--- config.mk ---
export PLATFORM = sky130hd
export DESIGN_NAME = trapezoid_step_period
export DESIGN_NICKNAME = d
export VERILOG_FILES = /design/src/rtl/tsp_pkg.sv /design/src/rtl/tsp_csr.sv /design/src/rtl/tsp_front.sv /design/src/rtl/tsp_div.sv /design/src/rtl/trapezoid_step_period.sv
export SDC_FILE = /design/constraint.sdc
export NUM_CORES = 2
export LEC_CHECK = 0
export BUFFER_PORTS_ARGS = -buffer_cell sky130_fd_sc_hd__buf_2
export CAP_MARGIN = 0
export CORE_UTILIZATION = 60
export DETAILED_ROUTE_END_ITERATION = 10
export GPL_TIMING_DRIVEN = 1
export PLACE_DENSITY = 0.77
export SLEW_MARGIN = 20
export SYNTH_ARGS = -nofsm -noshare
export SYNTH_HDL_FRONTEND = slang
export SYNTH_SLANG_ARGS = --single-unit
export TNS_END_PERCENT = 30
--- constraint.sdc ---
create_clock -name clock -period 33.1 [get_ports clock]
set_input_delay 6.62 -clock clock [delete_from_list [all_inputs] [get_ports clock]]
set_output_delay 6.62 -clock clock [all_outputs]
set_load 0.03 [all_outputs]
--- src/rtl/tsp_pkg.sv ---
// Shared types, constants and the divider step for the trapezoid step period block.
package tsp_pkg;

   localparam int PERIOD_W   = 16;
   localparam int INDEX_W    = 24;
   localparam int PROD_W     = 2 * PERIOD_W;
   localparam int CSR_DATA_W = 32;
   localparam int CSR_ADDR_W = 4;
   localparam int DIV_STEP   = 2;
   localparam int DIV_STAGES = PERIOD_W / DIV_STEP;

   localparam logic [PERIOD_W-1:0] START_PERIOD_RESET = 16'd4999;
   localparam logic [PERIOD_W-1:0] RUN_PERIOD_RESET   = 16'd1999;
   localparam logic [PERIOD_W-1:0] RAMP_STEPS_RESET   = 16'd80;

   typedef enum logic [1:0] {
      REG_START_PERIOD = 2'd0,
      REG_RUN_PERIOD   = 2'd1,
      REG_RAMP_STEPS   = 2'd2,
      REG_NONE         = 2'd3
   } tsp_reg_type;

   typedef enum logic [1:0] {
      KIND_START,
      KIND_UP,
      KIND_DOWN,
      KIND_RUN
   } tsp_kind_type;

   typedef struct packed {
      logic [PERIOD_W-1:0] start_period;
      logic [PERIOD_W-1:0] run_period;
      logic [PERIOD_W-1:0] ramp_steps;
   } tsp_cfg_type;

   typedef struct packed {
      tsp_kind_type        kind;
      logic [PERIOD_W-1:0] divisor;
      logic [PROD_W-1:0]   numer;
   } tsp_front_out_type;

   // rem stays below divisor; lo shifts numerator bits out and quotient bits in
   typedef struct packed {
      tsp_kind_type        kind;
      logic [PERIOD_W-1:0] divisor;
      logic [PERIOD_W-1:0] rem;
      logic [PERIOD_W-1:0] lo;
   } tsp_dstate_type;

   function automatic tsp_dstate_type div_step(tsp_dstate_type s);
      tsp_dstate_type      r;
      logic [PERIOD_W:0]   trial;
      logic                qbit;
      r     = s;
      trial = {s.rem, s.lo[PERIOD_W-1]};
      qbit  = 1'b0;
      if (trial >= {1'b0, s.divisor}) begin
         trial = trial - {1'b0, s.divisor};
         qbit  = 1'b1;
      end
      r.rem = trial[PERIOD_W-1:0];
      r.lo  = {s.lo[PERIOD_W-2:0], qbit};
      return r;
   endfunction

endpackage

--- src/rtl/tsp_csr.sv ---
// Configuration registers behind the APB-style port.
module tsp_csr import tsp_pkg::*; (
   input  logic                  clock,
   input  logic                  reset,
   input  logic                  csr_psel,
   input  logic                  csr_penable,
   input  logic                  csr_pwrite,
   input  logic [CSR_ADDR_W-1:0] csr_paddr,
   input  logic [CSR_DATA_W-1:0] csr_pwdata,
   output logic [CSR_DATA_W-1:0] csr_prdata,
   output logic                  csr_pready,
   output tsp_cfg_type           cfg
);

   tsp_cfg_type cfg_ff, cfg_in;
   tsp_reg_type reg_sel;
   logic        wr_en;

   assign reg_sel    = tsp_reg_type'(csr_paddr[CSR_ADDR_W-1:2]);
   assign wr_en      = csr_psel && csr_penable && csr_pwrite;
   assign csr_pready = 1'b1;
   assign cfg        = cfg_ff;

   always_comb begin
      cfg_in = cfg_ff;
      if (wr_en) begin
         unique case (reg_sel)
            REG_START_PERIOD: cfg_in.start_period = csr_pwdata[PERIOD_W-1:0];
            REG_RUN_PERIOD:   cfg_in.run_period   = csr_pwdata[PERIOD_W-1:0];
            REG_RAMP_STEPS:   cfg_in.ramp_steps   = csr_pwdata[PERIOD_W-1:0];
            default:          cfg_in = cfg_ff;
         endcase
      end
   end

   always_comb begin
      unique case (reg_sel)
         REG_START_PERIOD: csr_prdata = {{(CSR_DATA_W-PERIOD_W){1'b0}}, cfg_ff.start_period};
         REG_RUN_PERIOD:   csr_prdata = {{(CSR_DATA_W-PERIOD_W){1'b0}}, cfg_ff.run_period};
         REG_RAMP_STEPS:   csr_prdata = {{(CSR_DATA_W-PERIOD_W){1'b0}}, cfg_ff.ramp_steps};
         default:          csr_prdata = '0;
      endcase
   end

   always_ff @(posedge clock) begin
      if (reset) begin
         cfg_ff.start_period <= START_PERIOD_RESET;
         cfg_ff.run_period   <= RUN_PERIOD_RESET;
         cfg_ff.ramp_steps   <= RAMP_STEPS_RESET;
      end else begin
         cfg_ff <= cfg_in;
      end
   end

endmodule

--- src/rtl/tsp_front.sv ---
// Front stages: ramp length, segment select, numerator product.
module tsp_front import tsp_pkg::*; (
   input  logic               clock,
   input  logic               reset,
   input  logic               advance,
   input  tsp_cfg_type        cfg,
   input  logic               in_valid,
   input  logic [INDEX_W-1:0] in_step_index,
   input  logic [INDEX_W-1:0] in_move_steps,
   output logic               out_valid,
   output tsp_front_out_type  out_data
);

   // stage 1
   logic                s1_valid_ff, s1_valid_in;
   logic [INDEX_W-1:0]  s1_idx_ff, s1_idx_in;
   logic [INDEX_W-1:0]  s1_total_ff, s1_total_in;
   logic [PERIOD_W-1:0] s1_rlen_ff, s1_rlen_in;
   logic                s1_force_ff, s1_force_in;
   // stage 2
   logic                s2_valid_ff;
   logic [INDEX_W-1:0]  s2_idx_ff, s2_idx_in;
   logic [INDEX_W-1:0]  s2_dstart_ff, s2_dstart_in;
   logic [PERIOD_W-1:0] s2_div_ff, s2_div_in;
   logic                s2_up_ff, s2_up_in;
   logic                s2_force_ff;
   // stage 3
   logic                s3_valid_ff;
   tsp_kind_type        s3_kind_ff, s3_kind_in;
   logic [PERIOD_W-1:0] s3_n_ff, s3_n_in;
   logic [PERIOD_W-1:0] s3_div_ff;
   // stage 4
   logic                s4_valid_ff;
   tsp_front_out_type   s4_ff, s4_in;

   logic [INDEX_W-1:0]  diff;
   logic [PERIOD_W-1:0] span;

   // stage 1: ramp length is cut to half the move on short moves
   always_comb begin
      s1_valid_in = in_valid;
      s1_idx_in   = in_step_index;
      s1_total_in = in_move_steps;
      if ({{(INDEX_W-PERIOD_W-1){1'b0}}, cfg.ramp_steps, 1'b0} > in_move_steps)
         s1_rlen_in = in_move_steps[PERIOD_W:1];
      else
         s1_rlen_in = cfg.ramp_steps;
      s1_force_in = (in_move_steps <= INDEX_W'(1)) ||
                    (cfg.run_period > cfg.start_period) ||
                    (s1_rlen_in == '0);
   end

   // stage 2
   always_comb begin
      s2_idx_in    = s1_idx_ff;
      s2_div_in    = (s1_rlen_ff <= PERIOD_W'(1)) ? PERIOD_W'(1) : s1_rlen_ff - PERIOD_W'(1);
      s2_dstart_in = s1_total_ff - {{(INDEX_W-PERIOD_W){1'b0}}, s1_rlen_ff};
      s2_up_in     = s1_idx_ff < {{(INDEX_W-PERIOD_W){1'b0}}, s1_rlen_ff};
   end

   // stage 3: down-ramp offset saturates at the divisor, past it the result is start
   assign diff = s2_idx_ff - s2_dstart_ff;

   always_comb begin
      s3_kind_in = KIND_RUN;
      s3_n_in    = '0;
      if (s2_force_ff) begin
         s3_kind_in = KIND_START;
      end else if (s2_up_ff) begin
         s3_kind_in = KIND_UP;
         s3_n_in    = s2_idx_ff[PERIOD_W-1:0];
      end else if (s2_idx_ff >= s2_dstart_ff) begin
         s3_kind_in = KIND_DOWN;
         if (diff >= {{(INDEX_W-PERIOD_W){1'b0}}, s2_div_ff})
            s3_n_in = s2_div_ff;
         else
            s3_n_in = diff[PERIOD_W-1:0];
      end
   end

   // stage 4
   assign span = cfg.start_period - cfg.run_period;

   always_comb begin
      s4_in.kind    = s3_kind_ff;
      s4_in.divisor = s3_div_ff;
      s4_in.numer   = span * s3_n_ff;
   end

   always_ff @(posedge clock) begin
      if (reset) begin
         s1_valid_ff <= 1'b0;
         s2_valid_ff <= 1'b0;
         s3_valid_ff <= 1'b0;
         s4_valid_ff <= 1'b0;
      end else if (advance) begin
         s1_valid_ff <= s1_valid_in;
         s2_valid_ff <= s1_valid_ff;
         s3_valid_ff <= s2_valid_ff;
         s4_valid_ff <= s3_valid_ff;
      end
   end

   always_ff @(posedge clock) begin
      if (advance) begin
         s1_idx_ff    <= s1_idx_in;
         s1_total_ff  <= s1_total_in;
         s1_rlen_ff   <= s1_rlen_in;
         s1_force_ff  <= s1_force_in;
         s2_idx_ff    <= s2_idx_in;
         s2_dstart_ff <= s2_dstart_in;
         s2_div_ff    <= s2_div_in;
         s2_up_ff     <= s2_up_in;
         s2_force_ff  <= s1_force_ff;
         s3_kind_ff   <= s3_kind_in;
         s3_n_ff      <= s3_n_in;
         s3_div_ff    <= s2_div_ff;
         s4_ff        <= s4_in;
      end
   end

   assign out_valid = s4_valid_ff;
   assign out_data  = s4_ff;

endmodule

--- src/rtl/tsp_div.sv ---
// Pipelined restoring divider, DIV_STEP quotient bits per stage.
module tsp_div import tsp_pkg::*; (
   input  logic              clock,
   input  logic              reset,
   input  logic              advance,
   input  logic              in_valid,
   input  tsp_front_out_type in_data,
   output logic              out_valid,
   output tsp_dstate_type    out_data
);

   logic           valid_ff [DIV_STAGES];
   tsp_dstate_type stage_ff [DIV_STAGES];
   tsp_dstate_type stage_in [DIV_STAGES];
   tsp_dstate_type init;

   // quotient fits PERIOD_W bits, so the high half is already below the divisor
   always_comb begin
      init.kind    = in_data.kind;
      init.divisor = in_data.divisor;
      init.rem     = in_data.numer[PROD_W-1:PERIOD_W];
      init.lo      = in_data.numer[PERIOD_W-1:0];
   end

   always_comb begin
      for (int s = 0; s < DIV_STAGES; s++) begin
         stage_in[s] = (s == 0) ? init : stage_ff[(s == 0) ? 0 : s - 1];
         for (int k = 0; k < DIV_STEP; k++) begin
            stage_in[s] = div_step(stage_in[s]);
         end
      end
   end

   always_ff @(posedge clock) begin
      if (reset) begin
         for (int s = 0; s < DIV_STAGES; s++) valid_ff[s] <= 1'b0;
      end else if (advance) begin
         valid_ff[0] <= in_valid;
         for (int s = 1; s < DIV_STAGES; s++) valid_ff[s] <= valid_ff[s-1];
      end
   end

   always_ff @(posedge clock) begin
      if (advance) begin
         for (int s = 0; s < DIV_STAGES; s++) stage_ff[s] <= stage_in[s];
      end
   end

   assign out_valid = valid_ff[DIV_STAGES-1];
   assign out_data  = stage_ff[DIV_STAGES-1];

endmodule

--- src/rtl/trapezoid_step_period.sv ---
// Trapezoid step period: timer reload period for one step of a stepper move.
//
// Usage:
//   req channel: one beat per step, tdata = {move_steps, step_index}.
//   rsp channel: one beat per request, tdata = period, in request order.
//   csr port: start_period at 0x0, run_period at 0x4, ramp_steps at 0x8;
//   write only while no beat is in flight. pready is tied high.
// Pipeline: a request passes thirteen register stages (four setup/multiply,
//   eight divider, one output) before it can leave on the rsp channel.
// Throughput: one beat per cycle while rsp is not stalled; the sixteen quotient
//   bits are spread over the eight divider stages, two bits each.
// Stall: the whole pipe holds while rsp_tvalid is high and rsp_tready low;
//   req_tready follows, so nothing is dropped or repeated.
// Reset: empties the pipe and loads start_period 4999, run_period 1999,
//   ramp_steps 80.
module trapezoid_step_period import tsp_pkg::*; (
   input  logic                      clock,
   input  logic                      reset,
   input  logic                      req_tvalid,
   output logic                      req_tready,
   input  logic [2*INDEX_W-1:0]      req_tdata,   // step_index[23:0], move_steps[47:24]
   output logic                      rsp_tvalid,
   input  logic                      rsp_tready,
   output logic [PERIOD_W-1:0]       rsp_tdata,   // period[15:0]
   input  logic                      csr_psel,
   input  logic                      csr_penable,
   input  logic                      csr_pwrite,
   input  logic [CSR_ADDR_W-1:0]     csr_paddr,
   input  logic [CSR_DATA_W-1:0]     csr_pwdata,
   output logic [CSR_DATA_W-1:0]     csr_prdata,
   output logic                      csr_pready
);

   tsp_cfg_type         cfg;
   logic                advance;
   logic                front_valid;
   tsp_front_out_type   front_data;
   logic                div_valid;
   tsp_dstate_type      div_data;
   logic                rsp_valid_ff;
   logic [PERIOD_W-1:0] rsp_data_ff, rsp_data_in;
   logic [PERIOD_W:0]   cand;

   assign advance    = !rsp_valid_ff || rsp_tready;
   assign req_tready = advance;

   tsp_csr u_csr (
      .clock       (clock),
      .reset       (reset),
      .csr_psel    (csr_psel),
      .csr_penable (csr_penable),
      .csr_pwrite  (csr_pwrite),
      .csr_paddr   (csr_paddr),
      .csr_pwdata  (csr_pwdata),
      .csr_prdata  (csr_prdata),
      .csr_pready  (csr_pready),
      .cfg         (cfg)
   );

   tsp_front u_front (
      .clock          (clock),
      .reset          (reset),
      .advance        (advance),
      .cfg            (cfg),
      .in_valid       (req_tvalid),
      .in_step_index  (req_tdata[INDEX_W-1:0]),
      .in_move_steps  (req_tdata[2*INDEX_W-1:INDEX_W]),
      .out_valid      (front_valid),
      .out_data       (front_data)
   );

   tsp_div u_div (
      .clock     (clock),
      .reset     (reset),
      .advance   (advance),
      .in_valid  (front_valid),
      .in_data   (front_data),
      .out_valid (div_valid),
      .out_data  (div_data)
   );

   // quotient never exceeds start - run, so neither branch wraps
   always_comb begin
      case (div_data.kind)
         KIND_UP:   cand = {1'b0, cfg.start_period - div_data.lo};
         KIND_DOWN: cand = {1'b0, cfg.run_period} + {1'b0, div_data.lo};
         KIND_RUN:  cand = {1'b0, cfg.run_period};
         default:   cand = {1'b0, cfg.start_period};
      endcase
      if (cand < {1'b0, cfg.run_period})
         cand = {1'b0, cfg.run_period};
      if (cand > {1'b0, cfg.start_period})
         cand = {1'b0, cfg.start_period};
      rsp_data_in = cand[PERIOD_W-1:0];
   end

   always_ff @(posedge clock) begin
      if (reset) begin
         rsp_valid_ff <= 1'b0;
      end else if (advance) begin
         rsp_valid_ff <= div_valid;
      end
   end

   always_ff @(posedge clock) begin
      if (advance) begin
         rsp_data_ff <= rsp_data_in;
      end
   end

   assign rsp_tvalid = rsp_valid_ff;
   assign rsp_tdata  = rsp_data_ff;

   a_stall_blocks_input: assert property (@(posedge clock) disable iff (reset)
      rsp_tvalid && !rsp_tready |-> !req_tready)
      else $error("input accepted while output stalled");

   a_period_in_range: assert property (@(posedge clock) disable iff (reset)
      rsp_tvalid && (cfg.run_period <= cfg.start_period) |->
         (rsp_tdata >= cfg.run_period) && (rsp_tdata <= cfg.start_period))
      else $error("period outside run..start range");

   a_div_remainder: assert property (@(posedge clock) disable iff (reset)
      div_valid |-> div_data.rem < div_data.divisor)
      else $error("divider remainder not below divisor");

   a_div_nonzero: assert property (@(posedge clock) disable iff (reset)
      front_valid |-> front_data.divisor != '0)
      else $error("zero divisor reached divider");

endmodule
* After elaboration in Yosys (flattened, before gate mapping)
Memories as Yosys holds them, arrays and structs flattened. A register that Yosys moved wholly into a read port is not among the register bits.
Cells that the tools add are included.
** Word-level totals
- Output and inout port bits :: 51
- Bits in writable memories :: 408
- Memories kept :: 2
- Input port bits :: 91
- Register bits :: 283
- Logic and storage cells :: 155
** Operators by class
- Mux-type cells :: 56
- Bitwise logic cells :: 8
- Multiply operators :: 1
- $lt $le $gt $ge :: 25
- Reduce and logical (&&, ||, !) cells :: 12
- Eq/ne operators :: 5
- $add $sub $neg :: 22
** Memory list
- u_div.stage_ff :: words 8, bits a word 50, rd ports 8, clocked after memory_dff 0, write ports 8, line tsp_div.sv:13 : tsp_dstate_type stage_ff [DIV_STAGES];
- u_div.valid_ff :: words 8, bits a word 1, rd ports 8, clocked after memory_dff 1, write ports 8, line tsp_div.sv:12 : logic valid_ff [DIV_STAGES];
** Operators with widths (number)
- 16-bit 2-to-1 mux :: 21
- 16-bit subtractor :: 18
- 17-bit by 16-bit greater-or-equal comparator with 1-bit output :: 16
- 17-bit one-hot mux with 3 select lines :: 1
- 16-bit one-hot mux with 3 select lines :: 1
- 16-bit by 16-bit multiplier with 32-bit output :: 1
- 1-bit 2-to-1 mux :: 32
- 24-bit by 16-bit greater-or-equal comparator with 1-bit output :: 1
- 24-bit greater-or-equal comparator :: 1
- 17-bit by 24-bit > comparator with 1-bit output :: 1
- 24-bit by 1-bit less-or-equal comparator with 1-bit output (second input constant) :: 1
- 24-bit by 16-bit < comparator with 1-bit output :: 1
- 24-bit by 16-bit subtractor with 24-bit output :: 1
- 24-bit subtractor :: 1
- 16-bit by 16-bit adder with 17-bit output :: 1
- 17-bit by 16-bit > comparator with 1-bit output :: 1
- 17-bit by 16-bit < comparator with 1-bit output :: 1
- 17-bit 2-to-1 mux :: 1
- 16-bit > comparator :: 1
- 16-bit by 1-bit less-or-equal comparator with 1-bit output (second input constant) :: 1
- 16-bit zero test :: 1
- 16-bit by 1-bit subtractor with 16-bit output (second input constant) :: 1
- 1-bit bitwise OR :: 8
- 2-bit equality test (second input constant) :: 3
- other kinds (7) :: 13

* Longest topological paths before layout
An unclocked memory read counts as a cell.
- Depth after elaboration :: 7
- Mapped depth :: 36
- Mapped depth without buffers :: 35

* Modules after synthesis
From an unflattened synthesis, not the netlist that was laid out.
** Second synthesis, totals
- Cell total of the unflattened synthesis :: 5132
- Area total of the unflattened synthesis :: 53413.7 um^2
** By module, submodules not included
- tsp_div :: sequential area each 12251.8 um^2, cells each 2440, area each 26957.1 um^2, times used 1
- tsp_front :: sequential area each 6536.3 um^2, cells each 1963, area each 20145.6 um^2, times used 1
- trapezoid_step_period :: sequential area each 500.5 um^2, cells each 464, area each 3882.5 um^2, times used 1
- tsp_csr :: sequential area each 960.9 um^2, cells each 265, area each 2428.6 um^2, times used 1

* Worst setup path after synthesis
OpenSTA, ideal clock, no wires.
- Path kind :: input to output
- Start point :: input rsp_tready
- End point :: output req_tready
- Stages :: 3
- Required time :: 26.480 ns
- Path buffers :: 1
- Data arrival time :: 18.534 ns
- Slack :: 7.946 ns
- Cell sequence :: nor2b_1 > clkbuf_1 > inv_1
** On the way
- Word-level cells in the longest chain between the ends :: 1
** Ends and longest elaborated chain
- from (decl) :: line trapezoid_step_period.sv:23 : input logic rsp_tready,
- 1-bit logical OR :: line trapezoid_step_period.sv:44 : assign advance = !rsp_valid_ff || rsp_tready;
- to (decl) :: line trapezoid_step_period.sv:20 : output logic req_tready,
Every way passes these cells.

* Worst setup path after layout
- Start point :: input csr_paddr[2]
- End point :: output csr_prdata[9]
** On the way
- Word-level cells in the longest chain between the ends :: 2
- Elaborated cells between the ends (all ways) :: 4
- Those cells by class :: eq/ne: 2; mux: 1; reduce/logical: 1
** Ends and longest elaborated chain
- from (decl) :: line trapezoid_step_period.sv:28 : input logic [CSR_ADDR_W-1:0] csr_paddr,
- 2-bit equality test, or another cell as far along :: line tsp_csr.sv:37 : unique case (reg_sel)
- 16-bit one-hot mux with 3 select lines (*) :: line tsp_csr.sv:37
- to (decl) :: line trapezoid_step_period.sv:30 : output logic [CSR_DATA_W-1:0] csr_prdata,
Mark *: on every way between the ends. The rest lies on a longest branch, timed or not.

==> reports/results.ini <==
[clocking]
cts_buffers=74
htreeDepth=3
clock_latency_ns=0.64
cts-root-buf=clkbuf_16
postCtsSetupRepairBufs=0
hold_buffers=0
cts_sinks=660
clk_pin_slew_ns=0.06
cts_tree=done
cts_resized=0
ctsLongestPathBuffers=3

[worst_setup_path]
path_cells=buf_2 -> nor2b_1 -> nand2_1 -> o21ai_0 -> buf_2
critPathKind=in -> out
crit_path_start_kind=primary input
path_max_fanout=22
slowest_delay_ns=0.88
worstPathRequired_ns=26.48
end_kind=primary output
cpMostUsedCell=buf_2
critPathSlowestCell=nor2b_1
arrival_ns=8.30

[layout]
area_growth_pct=8.201
layout_common_cells=607 x edfxtp_1, 596 x inv_1, 527 x ha_1
n_antenna_cell=0
drive_gt1_share_pct=9.478
fin_util_pct=65.99
layout_commonest_cell=edfxtp_1
fin_nets=5830

[pwr]
power.internal_w=0.003178
finalPower_w=0.005332
pwr-share-comb_pct=59.7
power_density_mw_per_mm2=97.93
peakVddDrop_mv=0.07312
clock_power_share_pct=15.3
netSwitchingPower_w=0.002154
switching_share_pct=40.40
pwr-share-seq_pct=25.0
leakage_nw=23.79

[timing]
skew_ns=0.03000
slew_headroom_pct=28.28
setup_viol=0
finalCritPeriodShare_pct=45.07
slew_viol_final=0
rsz0062_at_grt=no
worst_slew_pin_slew_ns=1.076
hold_violations=0
min_period_ns=14.92
timing.setup.tns_ns=0
timing.hold.ws_ns=0.4155
fmax_mhz=67.03

[global_routing]
grt_pass1_wl_mm=184.1
grt_pass1_vias=35600
antenna_found_initial=0
grtUsageTotal_pct=26.95
grt_overflow=0
grt_max_degree=181

[yosys]
yosysSeqAreaShare_pct=38.33
netlist_area_mm2=0.05032
synth_edf_count=607
dominantRegCellSynth=edfxtp_1
yosysWarnings=0
synth.avg_cell_area_um2=10.30
synth-seq-cells=660
synth_async_sr_flop_share_pct=0
synth.distinct_cells=81
syn-instance-count=4884

[routing]
routedWlPerCell_um=18.64
postRouteWirelength_mm=114.1
vias=36190
drt_iter0_markers=2794
drcViolationCount=0
viasPerCell=5.909
first_pass_iters=6
ant_nets=0

[place]
port-buffer-count=106
gp_congestion=0.9518
dp_hpwl_mm=87.79

[floorplanning]
std_cell_rows=105
ioPinCount=142
start_util_pct=60.99
core-area_mm2=0.08250
fp.dieH_um=291.6
dieArea_mm2=0.08502
fp.dieW_um=291.6

[run]
cap_violations=0

[outcome]
status=completed

[hold_path]
hp-class=reg -> reg

## worst max-delay path, delay by kind of cell
kind / cells / cell delay, ns
buf+inv: 2 / 0.54
compound gates: 1 / 0.15
simple gates: 2 / 0.98
## area by class of cell
type                       count  area, um2
inverter                     599       2256
clock inverter                44      440.4
multi-input combinational   3523      28350
sequential                   660      19290
fill                        6310      28060
tap                         1070       1339
timing repair buffer         140      798.3
clock buffer                  88       1968
## worst paths after layout
check	from	end	slack, ns	depth (start not counted)
max reg2reg	u_csr.cfg[32]$_SDFFE_PP1P_	u_front.out_data[30]$_DFFE_PN_	23.14	33
min	u_front.s3_kind_ff[0]$_SDFFCE_PP0N_	u_front.out_data[48]$_DFFE_PN_	0.42	0
min reg2reg	u_front.s3_kind_ff[0]$_SDFFCE_PP0N_	u_front.out_data[48]$_DFFE_PN_	0.42	0
max	csr_paddr[2]	csr_prdata[9]	18.18	5
## state kept, by name, summed over array words and instances (netlist names), 24 cells and up
name and cells:
u_csr.cfg 48, u_div.stage_ff 368, u_front.s2_idx_ff 24, u_front.s1_total_ff 24, u_front.out_data 50, u_front.s1_idx_ff 24
u_front.s2_dstart_ff 24
## per-layer routing
metal | up-vias | global-route usage (%) | part of all wire [%]
li1 | 17430 | - | -
met1 | 17540 | 34.50 | 42
met2 | 980 | 46.64 | 50
met3 | 244 | 3.326 | 4.6
met4 | 0 | 10.37 | 3.9
met5 | - | 0 | 0
## power groups by stage
stage	combinational (W)	sequential (W)	clock [W]
after floorplan	0.00252	0.00131	0
after global placement	0.00306	0.00134	0
after detailed placement	0.00313	0.00135	0
after CTS	0.00316	0.00133	0.000833
after global routing	0.00353	0.00135	0.000863
final	0.00318	0.00133	0.000818
## cells in the mapped netlist, types with 5 or more instances
library cell	count	area share (%)
edfxtp_1	607	36
inv_1	597	4.5
ha_1	527	13
nand2_1	461	3.4
a21oi_1	286	2.8
nor2_1	261	1.9
o21ai_0	233	2.3
fa_1	214	8.5
xnor2_1	201	3.5
mux2_2	157	3.5
a21o_1	123	1.8
and2_1	107	1.3
nor2b_1	84	1.0
nor3_1	83	0.83
clkbuf_1	81	0.60
nand2b_1	71	0.88
xor2_1	71	1.2
nand3_1	60	0.60
nand4_1	58	0.72
dfxtp_1	53	2.1
mux2i_1	53	1.1
o21a_1	45	0.67
a211oi_1	35	0.52
o211ai_1	35	0.52
o21bai_1	28	0.42
a31oi_1	27	0.34
nor4_1	27	0.34
and3_1	24	0.30
o31ai_1	24	0.36
a21boi_0	22	0.33
buf_4	17	0.25
or3_1	17	0.21
o41ai_1	16	0.28
a2111oi_0	13	0.23
mux4_2	13	0.58
a31o_2	11	0.19
or2_2	11	0.14
buf_1	9	0.067
mux2_4	9	0.27
a211o_1	8	0.14
buf_2	8	0.080
a311oi_1	7	0.12
nor3b_1	7	0.10
a41oi_1	5	0.087
and4_1	5	0.087
## kinds of logic (layout without fill, tap and decap cells)
logic type / count (synthesis) / after routing / share of synthesized area (%)
and+or+nand+nor: 1293 / 1293 / 12.28
AOI/OAI and AO/OA: 968 / 968 / 12.08
adders and majority gates: 741 / 741 / 21.62
buffers and inverters: 716 / 871 / 5.518
DFF: 660 / 660 / 38.33
xor gates and xnor gates: 272 / 272 / 4.734
muxes: 232 / 232 / 5.418
other: 2 / 17 / 0.01492
## stage by stage
stage	instance area [um2]	setup WS, ns	cells
3_5_place_dp	52040	18.23	5992
5_1_grt	54440	18.02	6124
2_1_floorplan	50370	7.946	4899
3_3_place_gp	52040	18.23	5992
4_1_cts	54440	18.22	6124
6_report	54440	18.18	6124
(Power assumes the default switching activity.)
